==> src/rtl/lqgrc_pkg.sv <==
`default_nettype none

package lqgrc_pkg;

  // Q16.16 word, accumulator and raw product widths.
  localparam int unsigned QW     = 32;
  localparam int unsigned ACC_W  = 36;
  localparam int unsigned PROD_W = 64;
  localparam int unsigned SH_W   = PROD_W - 16;
  localparam int unsigned DRV_W  = 18;
  localparam int unsigned LIM_W  = 31;

  // Configuration port geometry: 64-bit registers at byte address 8*i.
  localparam int unsigned CFG_DW = 64;
  localparam int unsigned CFG_AW = 6;
  localparam int unsigned IDX_W  = 3;

  // Register indexes.
  localparam logic [IDX_W-1:0] REG_A01_A02 = 3'd0;
  localparam logic [IDX_W-1:0] REG_A11_A12 = 3'd1;
  localparam logic [IDX_W-1:0] REG_B0_B1   = 3'd2;
  localparam logic [IDX_W-1:0] REG_K0_K1   = 3'd3;
  localparam logic [IDX_W-1:0] REG_K2      = 3'd4;
  localparam logic [IDX_W-1:0] REG_LQR     = 3'd5;
  localparam logic [IDX_W-1:0] REG_BLIM    = 3'd6;

  // Sequencer steps. Each step from STEP_B0U to STEP_TS issues one product, and
  // each step from STEP_A01X1 to STEP_BIAS retires the product issued in the step before it.
  localparam int unsigned STEP_W = 4;
  localparam logic [STEP_W-1:0] STEP_B0U    = 4'd0;
  localparam logic [STEP_W-1:0] STEP_A01X1  = 4'd1;
  localparam logic [STEP_W-1:0] STEP_A02X2  = 4'd2;
  localparam logic [STEP_W-1:0] STEP_B1U    = 4'd3;
  localparam logic [STEP_W-1:0] STEP_A11X1  = 4'd4;
  localparam logic [STEP_W-1:0] STEP_A12X2  = 4'd5;
  localparam logic [STEP_W-1:0] STEP_K0I    = 4'd6;
  localparam logic [STEP_W-1:0] STEP_K1I    = 4'd7;
  localparam logic [STEP_W-1:0] STEP_K2I    = 4'd8;
  localparam logic [STEP_W-1:0] STEP_UU     = 4'd9;
  localparam logic [STEP_W-1:0] STEP_L0E    = 4'd10;
  localparam logic [STEP_W-1:0] STEP_U2U2   = 4'd11;
  localparam logic [STEP_W-1:0] STEP_L1N1   = 4'd12;
  localparam logic [STEP_W-1:0] STEP_TS     = 4'd13;
  localparam logic [STEP_W-1:0] STEP_BIAS   = 4'd14;
  localparam logic [STEP_W-1:0] STEP_DRIVE  = 4'd15;

  localparam logic signed [QW-1:0] ONE_Q16 = 32'sd65536;

  typedef struct packed {
    logic signed [QW-1:0] a01;
    logic signed [QW-1:0] a02;
    logic signed [QW-1:0] a11;
    logic signed [QW-1:0] a12;
    logic signed [QW-1:0] b0;
    logic signed [QW-1:0] b1;
    logic signed [QW-1:0] k0;
    logic signed [QW-1:0] k1;
    logic signed [QW-1:0] k2;
    logic signed [QW-1:0] l0;
    logic signed [QW-1:0] l1;
    logic [LIM_W-1:0]     blim;
  } cfg_t;

  typedef struct packed {
    logic              capture;
    logic              run;
    logic [STEP_W-1:0] step;
    logic              commit;
  } cmd_t;

  // Saturate a 48-bit signed value to 32 bits.
  function automatic logic signed [QW-1:0] sat48(input logic signed [SH_W-1:0] v);
    logic signed [SH_W-1:0] hi;
    logic signed [SH_W-1:0] lo;
    hi = {{(SH_W-QW+1){1'b0}}, {(QW-1){1'b1}}};
    lo = {{(SH_W-QW+1){1'b1}}, {(QW-1){1'b0}}};
    if (v > hi) begin
      sat48 = {1'b0, {(QW-1){1'b1}}};
    end else if (v < lo) begin
      sat48 = {1'b1, {(QW-1){1'b0}}};
    end else begin
      sat48 = v[QW-1:0];
    end
  endfunction

  // Saturate an accumulator value to 32 bits.
  function automatic logic signed [QW-1:0] sat_acc(input logic signed [ACC_W-1:0] v);
    sat_acc = sat48({{(SH_W-ACC_W){v[ACC_W-1]}}, v});
  endfunction

  // Sign-extend a Q16.16 word to accumulator width.
  function automatic logic signed [ACC_W-1:0] ext(input logic signed [QW-1:0] v);
    ext = {{(ACC_W-QW){v[QW-1]}}, v};
  endfunction

  // Round half up, drop 16 fraction bits and saturate a raw product.
  function automatic logic signed [QW-1:0] qround(input logic signed [PROD_W-1:0] p);
    logic signed [PROD_W-1:0] r;
    r = p + 64'sd32768;
    qround = sat48(r[PROD_W-1:16]);
  endfunction

endpackage

`default_nettype wire

==> src/rtl/lqgrc_ctrl.sv <==
`default_nettype none

module lqgrc_ctrl (
  input  wire logic        clk,
  input  wire logic        rst_n,
  input  wire logic        in_valid,
  output logic             in_stall,
  output logic             out_valid,
  input  wire logic        out_stall,
  output lqgrc_pkg::cmd_t  cmd
);

  localparam logic ST_IDLE = 1'b0;
  localparam logic ST_RUN  = 1'b1;

  logic                          state_r, state_nxt;
  logic [lqgrc_pkg::STEP_W-1:0]  step_r, step_nxt;
  logic                          out_valid_r, out_valid_nxt;
  logic                          slot_free;
  logic                          last_step;
  logic                          commit;
  logic                          accept;

  assign slot_free = !out_valid_r || !out_stall;
  assign last_step = (state_r == ST_RUN) && (step_r == lqgrc_pkg::STEP_DRIVE);
  assign commit    = last_step && slot_free;
  // A new beat is taken when idle, or in the same cycle the previous one retires.
  assign in_stall  = !((state_r == ST_IDLE) || commit);
  assign accept    = in_valid && !in_stall;
  assign out_valid = out_valid_r;

  always_comb begin
    state_nxt = state_r;
    step_nxt  = step_r;
    case (state_r)
      ST_IDLE: begin
        if (accept) begin
          state_nxt = ST_RUN;
          step_nxt  = lqgrc_pkg::STEP_B0U;
        end
      end
      ST_RUN: begin
        if (step_r != lqgrc_pkg::STEP_DRIVE) begin
          step_nxt = step_r + 1'b1;
        end else if (commit) begin
          step_nxt  = lqgrc_pkg::STEP_B0U;
          state_nxt = accept ? ST_RUN : ST_IDLE;
        end
      end
      default: begin
        state_nxt = ST_IDLE;
      end
    endcase
  end

  always_comb begin
    out_valid_nxt = out_valid_r;
    if (commit) begin
      out_valid_nxt = 1'b1;
    end else if (!out_stall) begin
      out_valid_nxt = 1'b0;
    end
  end

  always_ff @(posedge clk) begin
    if (!rst_n) begin
      state_r     <= ST_IDLE;
      step_r      <= lqgrc_pkg::STEP_B0U;
      out_valid_r <= 1'b0;
    end else begin
      state_r     <= state_nxt;
      step_r      <= step_nxt;
      out_valid_r <= out_valid_nxt;
    end
  end

  always_comb begin
    cmd.capture = accept;
    cmd.run     = (state_r == ST_RUN);
    cmd.step    = step_r;
    cmd.commit  = commit;
  end

endmodule

`default_nettype wire

==> config.mk <==
export PLATFORM = sky130hd
export DESIGN_NAME = lqgrc_ctrl
export DESIGN_NICKNAME = d
export VERILOG_FILES = /design/src/rtl/lqgrc_pkg.sv /design/src/rtl/lqgrc_ctrl.sv
export SDC_FILE = /design/constraint.sdc
export NUM_CORES = 1
export LEC_CHECK = 0
export ABC_AREA = 1
export BUFFER_PORTS_ARGS = -buffer_cell sky130_fd_sc_hd__buf_2
export CAP_MARGIN = 20
export CORE_AREA = 2 2 39 41
export DETAILED_ROUTE_END_ITERATION = 7
export DIE_AREA = 0 0 41 43
export PLACE_DENSITY = 0.47
export REMOVE_ABC_BUFFERS = 1
export SYNTH_ARGS = -nofsm -noshare
export SYNTH_HDL_FRONTEND = slang
export SYNTH_SLANG_ARGS = --single-unit
==> constraint.sdc <==
create_clock -name clk -period 1.8 [get_ports clk]
set_clock_uncertainty 0.2 [all_clocks]
set_input_delay 0.27 -clock clk [delete_from_list [all_inputs] [get_ports clk]]
set_output_delay 0.27 -clock clk [all_outputs]
set_load 0.02 [all_outputs]
# == Word level (Yosys, flattened, before mapping) ==
# Cells that the tools add are included.
# op_classes
n_addsub,1
n_eq_ne,5
mux,10
bitwise_logic,1
n_reduce_logical,9
# ops
op,count
$mux W4,3
$pmux W4 S2,1
$mux W1,5
$add A4 B1 Y4 const B,1
$eq A4 B4 Y1 const B,1
$ne A4 B4 Y1 const B,1
$logic_and A1 B1 Y1,3
$logic_not A1 Y1,3
$ne A3 B1 Y1 const B,1
$logic_or A1 B1 Y1,2
$ne A2 B1 Y1 const B,1
$ne A2 B2 Y1 const B,1
$pmux W1 S2,1
$reduce_and A2 Y1,1
$not A1 Y1,1
# word_totals
register_bits,6
in_bits,4
out_inout_bits,9
word_cells,29

# == Depth between registers and ports, before layout ==
# Gate-level depths: netlist of the first run.
# depth
depth_word,9
depth_mapped,8

# == Worst setup path after synthesis of the first run ==
# Ideal clock, no wire load.
# synth_path
path_kind,reg-to-output
start,register step_r[0] in the netlist's numbering
end,output port cmd[6] in the netlist's numbering
arrival_time_ns,1.303
path_slack_ns,0.027
path_stages_with_launch,9
path_buffers,1
cell_sequence,dfxtp_1 ha_1 nand3_1 nor2_1 nand2_1 nand2_1 nand2_1 inv_1 buf_4
# synth_between
elab_chain_cells,5
# synth_lines
element,line_no,text
"start, declared",lqgrc_ctrl.sv:17,"logic [lqgrc_pkg::STEP_W-1:0] step_r, step_nxt;"
"start signal, assigned",lqgrc_ctrl.sv:68,step_r <= lqgrc_pkg::STEP_B0U;
"start signal, assigned",lqgrc_ctrl.sv:72,step_r <= step_nxt;
$eq A4 B4 Y1,lqgrc_ctrl.sv:25,assign last_step = (state_r == ST_RUN) && (step_r == lqgrc_pkg::STEP_DRIVE);
$logic_and A1 B1 Y1,lqgrc_ctrl.sv:25,
$logic_and A1 B1 Y1,lqgrc_ctrl.sv:26,assign commit = last_step && slot_free;
$logic_or A1 B1 Y1,lqgrc_ctrl.sv:28,assign in_stall = !((state_r == ST_IDLE) || commit);
$logic_and A1 B1 Y1,lqgrc_ctrl.sv:29,assign accept = in_valid && !in_stall;
"end, declared",lqgrc_ctrl.sv:10,output lqgrc_pkg::cmd_t cmd
# Every way passes these cells.

==> results of run 1 <==
[cell usage after synthesis, drive strengths merged]
| library cell | count |
|---|---|
| a21oi | 6 |
| buf | 3 |
| dfxtp | 6 |
| ha | 1 |
| inv | 8 |
| nand2 | 14 |
| nand3 | 4 |
| nand3b | 1 |
| nand4 | 1 |
| nor2 | 2 |
| or2 | 1 |
| xor2 | 1 |
[registers in the layout, summed over array words and instances (netlist names)]
name / cells
state_r: 1
step_r: 4
out_valid: 1
[layer usage]
| layer | share of wire [%] | GRT usage (%) |
|---|---|---|
| met1 | 41 | 12.5 |
| met4 | 2.4 | 10.0 |
| met2 | 51 | 15.3 |
| met5 | 0 | 0 |
| met3 | 5.9 | 4.71 |
[worst max path at each step]
stage                     cells after the start     end  slack [ps]
after floorplan                               7  cmd[6]          50
after global placement                        8  cmd[6]         150
after detailed placement                      8  cmd[6]         140
after CTS                                     8  cmd[6]         -20
after global routing                          8  cmd[6]          -7
final                                         8  cmd[6]          60
[cell families (layout without fill, tap and decap cells)]
kind of cell               count (synthesis)  in the layout  share of synthesized area, %
and+or+nand+nor                           23             23                          33.0
buffers and inverters                     11             28                          15.7
AOI/OAI and AO/OA                          6              6                          8.99
DFF                                        6              6                          36.0
adders and majority gates                  1              1                          3.74
xor gates and xnor gates                   1              1                          2.62
[repair_timing]
action                                 in CTS  in global routing
endpoints found under the hold margin       0                  0
setup buffers                               1                  0
setup endpoints to repair                   2                  3
pin swaps                                   3                  3
hold buffers                                0                  0
resized for setup                           8                  6
[where the power goes]
group | switching, uW | internal [uW] | leakage, uW
logic | 30.7 | 21.9 | 0.000194
clock network | 51.2 | 75.6 | 0.0000138
registers | 3.10 | 138 | 0.0000497
total | 85.0 | 235 | 0.000257
[cell type report]
class | count | area share (%)
clock buffers | 3 | 4.50
well taps | 16 | 4.00
multi-input cells | 31 | 40.2
inverters | 8 | 6.00
repair buffers | 17 | 20.8
flip-flops and latches | 6 | 24.5
[worst min-delay path: cells and delay by family]
kind                   cells  cell delay [ps]
buffers and inverters      2              170
AOI/OAI and AO/OA          1               60
[per-stage QoR]
stage	setup TNS (ps)	utilization [%]	total power (uW)
2_1_floorplan	0	-	169
3_3_place_gp	0	30.5	189
3_5_place_dp	0	30.5	189
4_1_cts	-15.9	34.7	323
5_1_grt	-7.37	36.2	340
6_report	0	36.2	320
==> metrics.txt, run 1 <==
Leakage=0.000257 uW; count of buffers from port buffering=12; worst hold stages=3; Reg area=123 um2; detailed-route via count=344; DIE AREA=1760 um2; Setup WS pre-CTS=143 ps; global-route wire length before repair=1250 um; reg2reg start=step_r[0]$_SDFFE_PN0P_; commonest cells after routing, fill and taps aside=11 x buf_2, 10 x nand2_1, 7 x inv_1; Clock transition at path regs=50 ps; worst hold-check path type=in2reg; Post-Syn Instances=48; Period minus WS final=1740 ps; ant diodes=0; Critical Path Source=step_r[0]$_SDFFE_PN0P_; critical path class=reg2out; Worst setup SP type=flop; placed instance count=77; Total GRT Usage=11.2%; Detail Route Antenna Nets=0; htree depth=1; sequential fraction of the synthesis area=36.0%; Multi-input gate area=201 um2; largest delay contributor family on the critical path=simple AND/OR/NAND/NOR gates; first drt pass iteration count=2; Root Buffer=clkbuf_4; Layout Cells excl Fill=81; crit-path max FO=3; endpoint class of the critical path=output pin; pin count of the biggest net entering global routing=7; CP dominant cell by count=nand2_2; initial antenna violation count=0; Filler Cells Inserted=148; number of synthesized register bits=6; Chip Height=43 um; Final Setup Violations=0; Initial Utilization=24.1%; worst-path cell chain=ha_4 > nand3_4 > nor2_4 > nand2_2 > nand2_2 > nand2_2 > inv_2 > buf_6; Finished Cell Area=500 um2; most common cell after layout, fill and taps aside=buf_2; Power Dens Cells=640 nW/um2; maximum VDD drop=0.197 mV; CTS tree=built; Ports=13; cts bufs inserted=3; placed instance area=422 um2; total congestion overflow=0; syn_area_per_cell=6.96 um2; # rows=14; Slew HR=85.4%; Yosys top cell by area=dfxtp_1; max-slew violation count=0; hpwl dp=558 um; post-DR wirelength/cell=9.69 um; share of the synthesized area in the top cell type=36.0%; final hold viol count=0; Clock Latency Late Sink=240 ps; worst-margin pin slew=219 ps; post-route setup slack=59.4 ps; dominant cells by area after synthesis=dfxtp_1 36%, nand2_1 15%, a21oi_1 9.0%, inv_1 9.0%, buf_4 6.7%; synth unique cells=15; Routed WL=785 um; Iteration-0 DRC Markers=8; CTS Sinks=6; arrival time of the worst setup path=1270 ps; DIE WIDTH=41 um; min-delay src=in_valid; RSZ-0062 raised after global routing=true; WHS Endpoint=state_r$_SDFF_PN0_; Syn Std Cell Area=334 um2; vias in the first global route=302; Max Fclk=575 MHz; reg-to-reg endpoint=step_r[0]$_SDFFE_PN0P_; Core Box Area=1380 um2; post-route clock period utilization=96.7%; CP peak stage delay=350 ps; Synth Warn #=0; status=completed; CP Data Required Time=1330 ps; Worst R2R Setup Slack=420 ps; fraction of layout cells with a size suffix above 1=50.8%; Vias/cell=4.25; nets@finish=72; max-cap check violation count=0; slowest stage cell on the critical path=dfxtp_2; P&R area growth vs syn=49.8%; Bufs on Longest Clock Path=2; GPL Wtd Cong=0.699; residual DRC count=0; worst reg2reg path depth=8; Crit path buffers/inverters=2; worst hold slack=103 ps
Note: power is estimated with default switching activity, not from simulation.
==> run 2, diff against run 1 <==
ABC_AREA = default   (was 1)
PLACE_DENSITY = 0.46   (was 0.47)
==> run 2 against run 1 <==
  * Critical path type unchanged
  * Synthesized cell count fell by 21%
  * Register-to-register slack barely moved
  * Total power fell by 3.6%
  * Critical path depth fell by 4
  * Largest cell class unchanged
  * Sequential power rose by 3%
==> metrics.txt, run 2 <==
nets@finish=56 (-22%); DIE WIDTH=41 um (unchanged); number of synthesized register bits=6 (unchanged); Critical Path Source=step_r[1]$_SDFFE_PN0P_; Bufs on Longest Clock Path=2 (unchanged); Finished Cell Area=428 um2 (-15%); fraction of layout cells with a size suffix above 1=40.8% (-10 points); Post-synth EDFFs=0 (unchanged); endpoint class of the critical path=output pin; main flop type after synthesis=dfxtp_1; max-cap check violation count=0 (unchanged); pin count of the biggest net entering global routing=10 (+3); Worst setup SP type=flop; Yosys top cell by area=dfxtp_1; largest reg by FF count=step_r; RSZ-0062 raised after global routing=false; post-DR wirelength/cell=11.4 um (+18%); fraction of registers with async set/reset=0% (unchanged); Final Setup Violations=0 (unchanged); vias in the first global route=262 (-13%); total congestion overflow=0 (unchanged); cts bufs inserted=3 (unchanged); Multi-input gate area=190 um2 (-5.6%); Root Buffer=clkbuf_4; Post-Syn Instances=38 (-21%); first drt pass iteration count=4 (+2); critical path class=reg2out; sequential fraction of the synthesis area=37.1% (+1.1 points); Vias/cell=4.80 (+13%); Iteration-0 DRC Markers=7 (-1); fin util=30.9% (-5.2 points); min-delay src=in_valid; CTS tree=built; synth unique cells=22 (+7); Detail Route Antenna Nets=0 (unchanged); Max Fclk=579 MHz (+0.71%); Slew HR=81.9% (-3.5 points); # rows=14 (unchanged); Reg area=125 um2 (+2.0%); most common cell after layout, fill and taps aside=buf_2; detailed-route via count=312 (-9.3%); CP Data Required Time=1330 ps (about the same); residual DRC count=0 (unchanged); Post-CTS Setup Repair Bufs=0 (-1); share of the synthesized area in the top cell type=37.1% (+1.1 points); reg2reg start=step_r[3]$_SDFFE_PN0P_; post-route clock period utilization=96.0% (-0.69 points); htree depth=1 (unchanged); count leader, synth=nand2_1; dominant cells by area after synthesis=dfxtp_1 37%, nand2_1 8.1%, buf_4 6.9%, ha_1 3.9%, o22ai_1 3.9%; Largest register FFs=4 (unchanged); Syn Std Cell Area=324 um2 (-3.0%); GPL Wtd Cong=0.682 (-2.4%); Ports=13 (unchanged); final hold viol count=0 (unchanged); Filler Cells Inserted=146 (-1.4%); Core Box Area=1380 um2 (unchanged); global-route wire length before repair=1060 um (-15%); worst hold-check path type=in2reg; Power Dens Cells=722 nW/um2 (+13%); DIE AREA=1760 um2 (unchanged); count of buffers from port buffering=12 (unchanged); initial antenna violation count=0 (unchanged); Clock Latency Late Sink=250 ps (about the same); syn_area_per_cell=8.53 um2 (+23%); Chip Height=43 um (unchanged); commonest cells after routing, fill and taps aside=11 x buf_2, 7 x nand2_1, 4 x dfxtp_1; status=completed; Period minus WS final=1730 ps (-12.3 ps); P&R area growth vs syn=32.0%; crit-path max FO=5 (+2); commonest cells in the synthesized netlist=7 x nand2_1, 6 x dfxtp_1, 3 x buf_4; maximum VDD drop=0.266 mV (+35%); max-slew violation count=0 (unchanged); CTS Sinks=6 (unchanged); worst-margin pin slew=271 ps (+52.5 ps); Routed WL=744 um (-5.2%); placed instance area=378 um2 (-10%); Synth Warn #=0 (unchanged); Worst R2R Setup Slack=410 ps (about the same); Clock transition at path regs=50 ps (about the same); arrival time of the worst setup path=1260 ps (about the same); ant diodes=0 (unchanged); Initial Utilization=23.4% (-0.72 points); Leakage=0.000171 uW (-34%); Total GRT Usage=9.62% (-1.6 points)
run 2: cell count changes after synthesis, moves of 2 or more:
cell,before,now
nand3_1,3,1
o22ai_1,0,2
o21ai_1,0,2
nand2_1,13,7
inv_1,8,2
a21oi_1,6,1
run 2: cell families after synthesis:
logic type,Yosys count,share of synthesized area [%]
xor gates and xnor gates,1,2.70
adders and majority gates,1,3.86
DFF,6,37.1
AOI/OAI and AO/OA,11,23.9
and+or+nand+nor,13,22.0
buffers and inverters,6,10.4
run 2: per-layer routing:
layer | vias up | track usage [%] | part of all wire (%)
met5 | - | 0 | 0
met3 | 2 | 3.14 | 5.6
met4 | 0 | 12.0 | 2.7
li1 | 159 | - | -
met1 | 140 | 11.5 | 46
met2 | 11 | 11.3 | 45
run 2: per-stage QoR:
stage / cells / hold slack, ps / worst slack (ps) / total power (uW) / setup TNS [ps]
5_1_grt: 65 / 60.0 / 2.06 / 323 / 0
6_report: 65 / 62.1 / 71.7 / 309 / 0
3_5_place_dp: 62 / 307 / 162 / 183 / 0
3_3_place_gp: 62 / 301 / 182 / 183 / 0
2_1_floorplan: 34 / 188 / -173 / 166 / -173
4_1_cts: 65 / 65.5 / 29.3 / 311 / 0
run 2: where the power goes:
group          internal (uW)  switching (uW)
sequential               137            7.51
clock                   75.6            50.8
combinational           15.5            22.2
total                    228            80.5
run 2: layout make-up:
| class | instances | area share, % |
|---|---|---|
| well taps | 16 | 4.68 |
| clock buffers | 3 | 5.26 |
| flip-flops and latches | 6 | 29.2 |
| multi-input cells | 26 | 44.4 |
| inverters | 2 | 1.75 |
| repair buffers | 12 | 14.6 |
run 2: worst paths after layout:
check / to / cells past startpoint
setup / recovery: cmd[0] / 4
hold / removal: state_r$_SDFF_PN0_ / 2
setup reg to reg: step_r[3]$_SDFFE_PN0P_ / 3
hold reg to reg: step_r[1]$_SDFFE_PN0P_ / 2
run 2: repair_timing:
action	CTS	global route
endpoints found under the hold margin	0	0
gates resized for setup	4	3
cloned	0	0
hold buffers	0	0
setup endpoints to repair	3	2
run 2: worst max-delay path, cell delays in order, from the launching register on:
cell and delay, ps:
dfxtp_2 380, ha_4 180, nand4_1 150, a21oi_1 160
buf_4 160
==> run 3, diff against run 2 <==
CELL_PAD_IN_SITES_DETAIL_PLACEMENT = 1   (was default)
CELL_PAD_IN_SITES_GLOBAL_PLACEMENT = 2   (was default)
CORE_AREA = default   (was 2 2 39 41)
CORE_MARGIN = 2   (was default)
CORE_UTILIZATION = 23   (was default)
DIE_AREA = default   (was 0 0 41 43)
PLACE_DENSITY = 0.7   (was 0.46)
clock period = 1.65 ns   (was 1.8 ns; I/O delays follow)
==> run 3 against run 2 <==
  * The flow now finishes with violations (negative setup slack)
  * Clock power grew 11%
  * Flip-flop and latch count unchanged
  * Register-to-register slack worse by 250 ps
  * Largest power group unchanged
  * Largest cell class unchanged
  * Global-route usage up 2.6 points
  * Worst setup slack worse by 130 ps
  * Non-clock buffer count up 4
==> metrics.txt, run 3 (same netlist as run 2, synthesis figures left out) <==
commonest cells after routing, fill and taps aside=10 x buf_2, 7 x nand2_1, 6 x buf_4; Finished Cell Area=477 um2 (+11%); Clock Latency Late Sink=250 ps (about the same); Vias/cell=5.13 (+6.9%); maximum VDD drop=0.439 mV (+65%); Iteration-0 DRC Markers=1 (-6); worst-path cell chain=ha_4 > a41oi_4 > nor2b_1 > buf_4; vias in the first global route=348 (+33%); Crit path buffers/inverters=1 (unchanged); Ports=13 (unchanged); placed instance area=384 um2 (+1.7%); Total GRT Usage=12.2% (+2.6 points); Layout Cells excl Fill=68 (+4.6%); P_int=255 uW (+12%); initial antenna violation count=0 (unchanged); crit-path max FO=5 (unchanged); endpoint class of the critical path=output pin; Detail Route Antenna Nets=0 (unchanged); largest reg by FF count=step_r; most common cell after layout, fill and taps aside=buf_2; global-route wire length before repair=1570 um (+48%); CTS tree=built; post-route clock period utilization=103%; DIE AREA=1730 um2 (-2.1%); worst-margin pin slew=227 ps (-44.7 ps); htree depth=1 (unchanged); max-slew violation count=0 (unchanged); Root Buffer=clkbuf_4; DIE WIDTH=41.5 um (+1.3%); Final Setup Violations=3 (+3); Clock transition at path regs=40 ps (about the same); final hold viol count=0 (unchanged); Largest register FFs=4 (unchanged); sw frac=26.7% (+0.67 points); CP peak stage delay=350 ps (-30 ps); total congestion overflow=0 (unchanged); CP Data Required Time=1200 ps (-130 ps); slowest stage cell on the critical path=dfxtp_4; CTS Sinks=6 (unchanged); post-DR wirelength/cell=14.5 um (+26%); RSZ-0062 raised after global routing=true; residual DRC count=0 (unchanged); Net Sw Power=93.0 uW (+16%); Setup TNS=-100 ps (-100 ps); failing checks=negative setup slack; Initial Utilization=24.9% (+1.5 points); Bufs on Longest Clock Path=2 (unchanged); post-route setup slack=-53.7 ps (-125 ps); placed instance count=62 (unchanged); largest delay contributor family on the critical path=flip-flops; Chip Height=41.5 um (-3.4%); nets@finish=60 (+7.1%); Max Fclk=587 MHz; Tot Pwr=348 uW (+13%); Power Dens Cells=730 nW/um2 (+1.2%); status=finished, violations left; count of buffers from port buffering=12 (unchanged); Routed WL=984 um (+32%); worst hold-check path type=in2reg; Multi-input gate area=205 um2 (+7.9%); detailed-route via count=349 (+12%); max-cap check violation count=0 (unchanged); hold-fix buffers at CTS=0 (unchanged); Worst setup SP type=flop; ant diodes=0 (unchanged); fraction of layout cells with a size suffix above 1=50.9% (+10 points); Slew HR=84.8% (+2.9 points); critical path class=reg2out; # rows=13 (-1); Period minus WS final=1700 ps; Clk pwr share=40.2% (-0.7 points); pin count of the biggest net entering global routing=10 (unchanged); Leakage=0.000193 uW (+13%); P&R area growth vs syn=47.1%; first drt pass iteration count=3 (-1); arrival time of the worst setup path=1260 ps (about the same); Filler Cells Inserted=168 (+15%); Core Box Area=1300 um2 (-6.0%); sequential power share=44.8% (-2.1 points); cts bufs inserted=3 (unchanged); GPL Wtd Cong=0.768 (+13%); Reg area=128 um2 (+2.0%); part of the power in combinational logic=15.1% (+2.9 points)
run 3: layout make-up:
cell class	instances	area share [%]
multi-input cells	26	43.0
clock buffers	3	4.72
well taps	15	3.94
flip-flops and latches	6	26.8
repair buffers	16	19.9
inverters	2	1.57
run 3: timing repair:
item                                    4_1_cts  5_1_grt
gates resized for setup                       9        3
pin swaps                                     1        1
endpoints found under the setup margin        3        3
setup buffers                                 2        1
run 3: routing by layer:
metal	share of wire [%]	track usage [%]
met5	0	0
met1	43	12.9
met2	48	18.4
met4	2.5	7.74
met3	5.9	6.96
run 3: per-stage QoR:
step           setup slack, ps  hold slack (ps)  utilization [%]
2_1_floorplan             -301              165                -
3_3_place_gp              97.4              280             29.5
3_5_place_dp              64.5              285             29.5
4_1_cts                   4.29             44.3             34.8
5_1_grt                   -105             61.8             36.6
6_report                 -53.7             51.6             36.6
run 3: power groups by stage:
stage	clock (uW)	sequential (uW)	combinational [uW]
finish	140	156	52.4
global placement	0	158	43.4
global route	154	156	56.6
CTS	147	156	50.0
floorplan	0	163	17.9
detailed placement	0	158	44.7
run 3: worst paths after layout:
kind,start,slack [ps],cells after the start,end
worst max-delay path,step_r[1]$_SDFFE_PN0P_,-50,4,cmd[6]
worst min register to register,step_r[1]$_SDFFE_PN0P_,300,2,step_r[1]$_SDFFE_PN0P_
worst min-delay path,in_valid,50,2,state_r$_SDFF_PN0_
worst max register to register,step_r[1]$_SDFFE_PN0P_,160,5,step_r[0]$_SDFFE_PN0P_
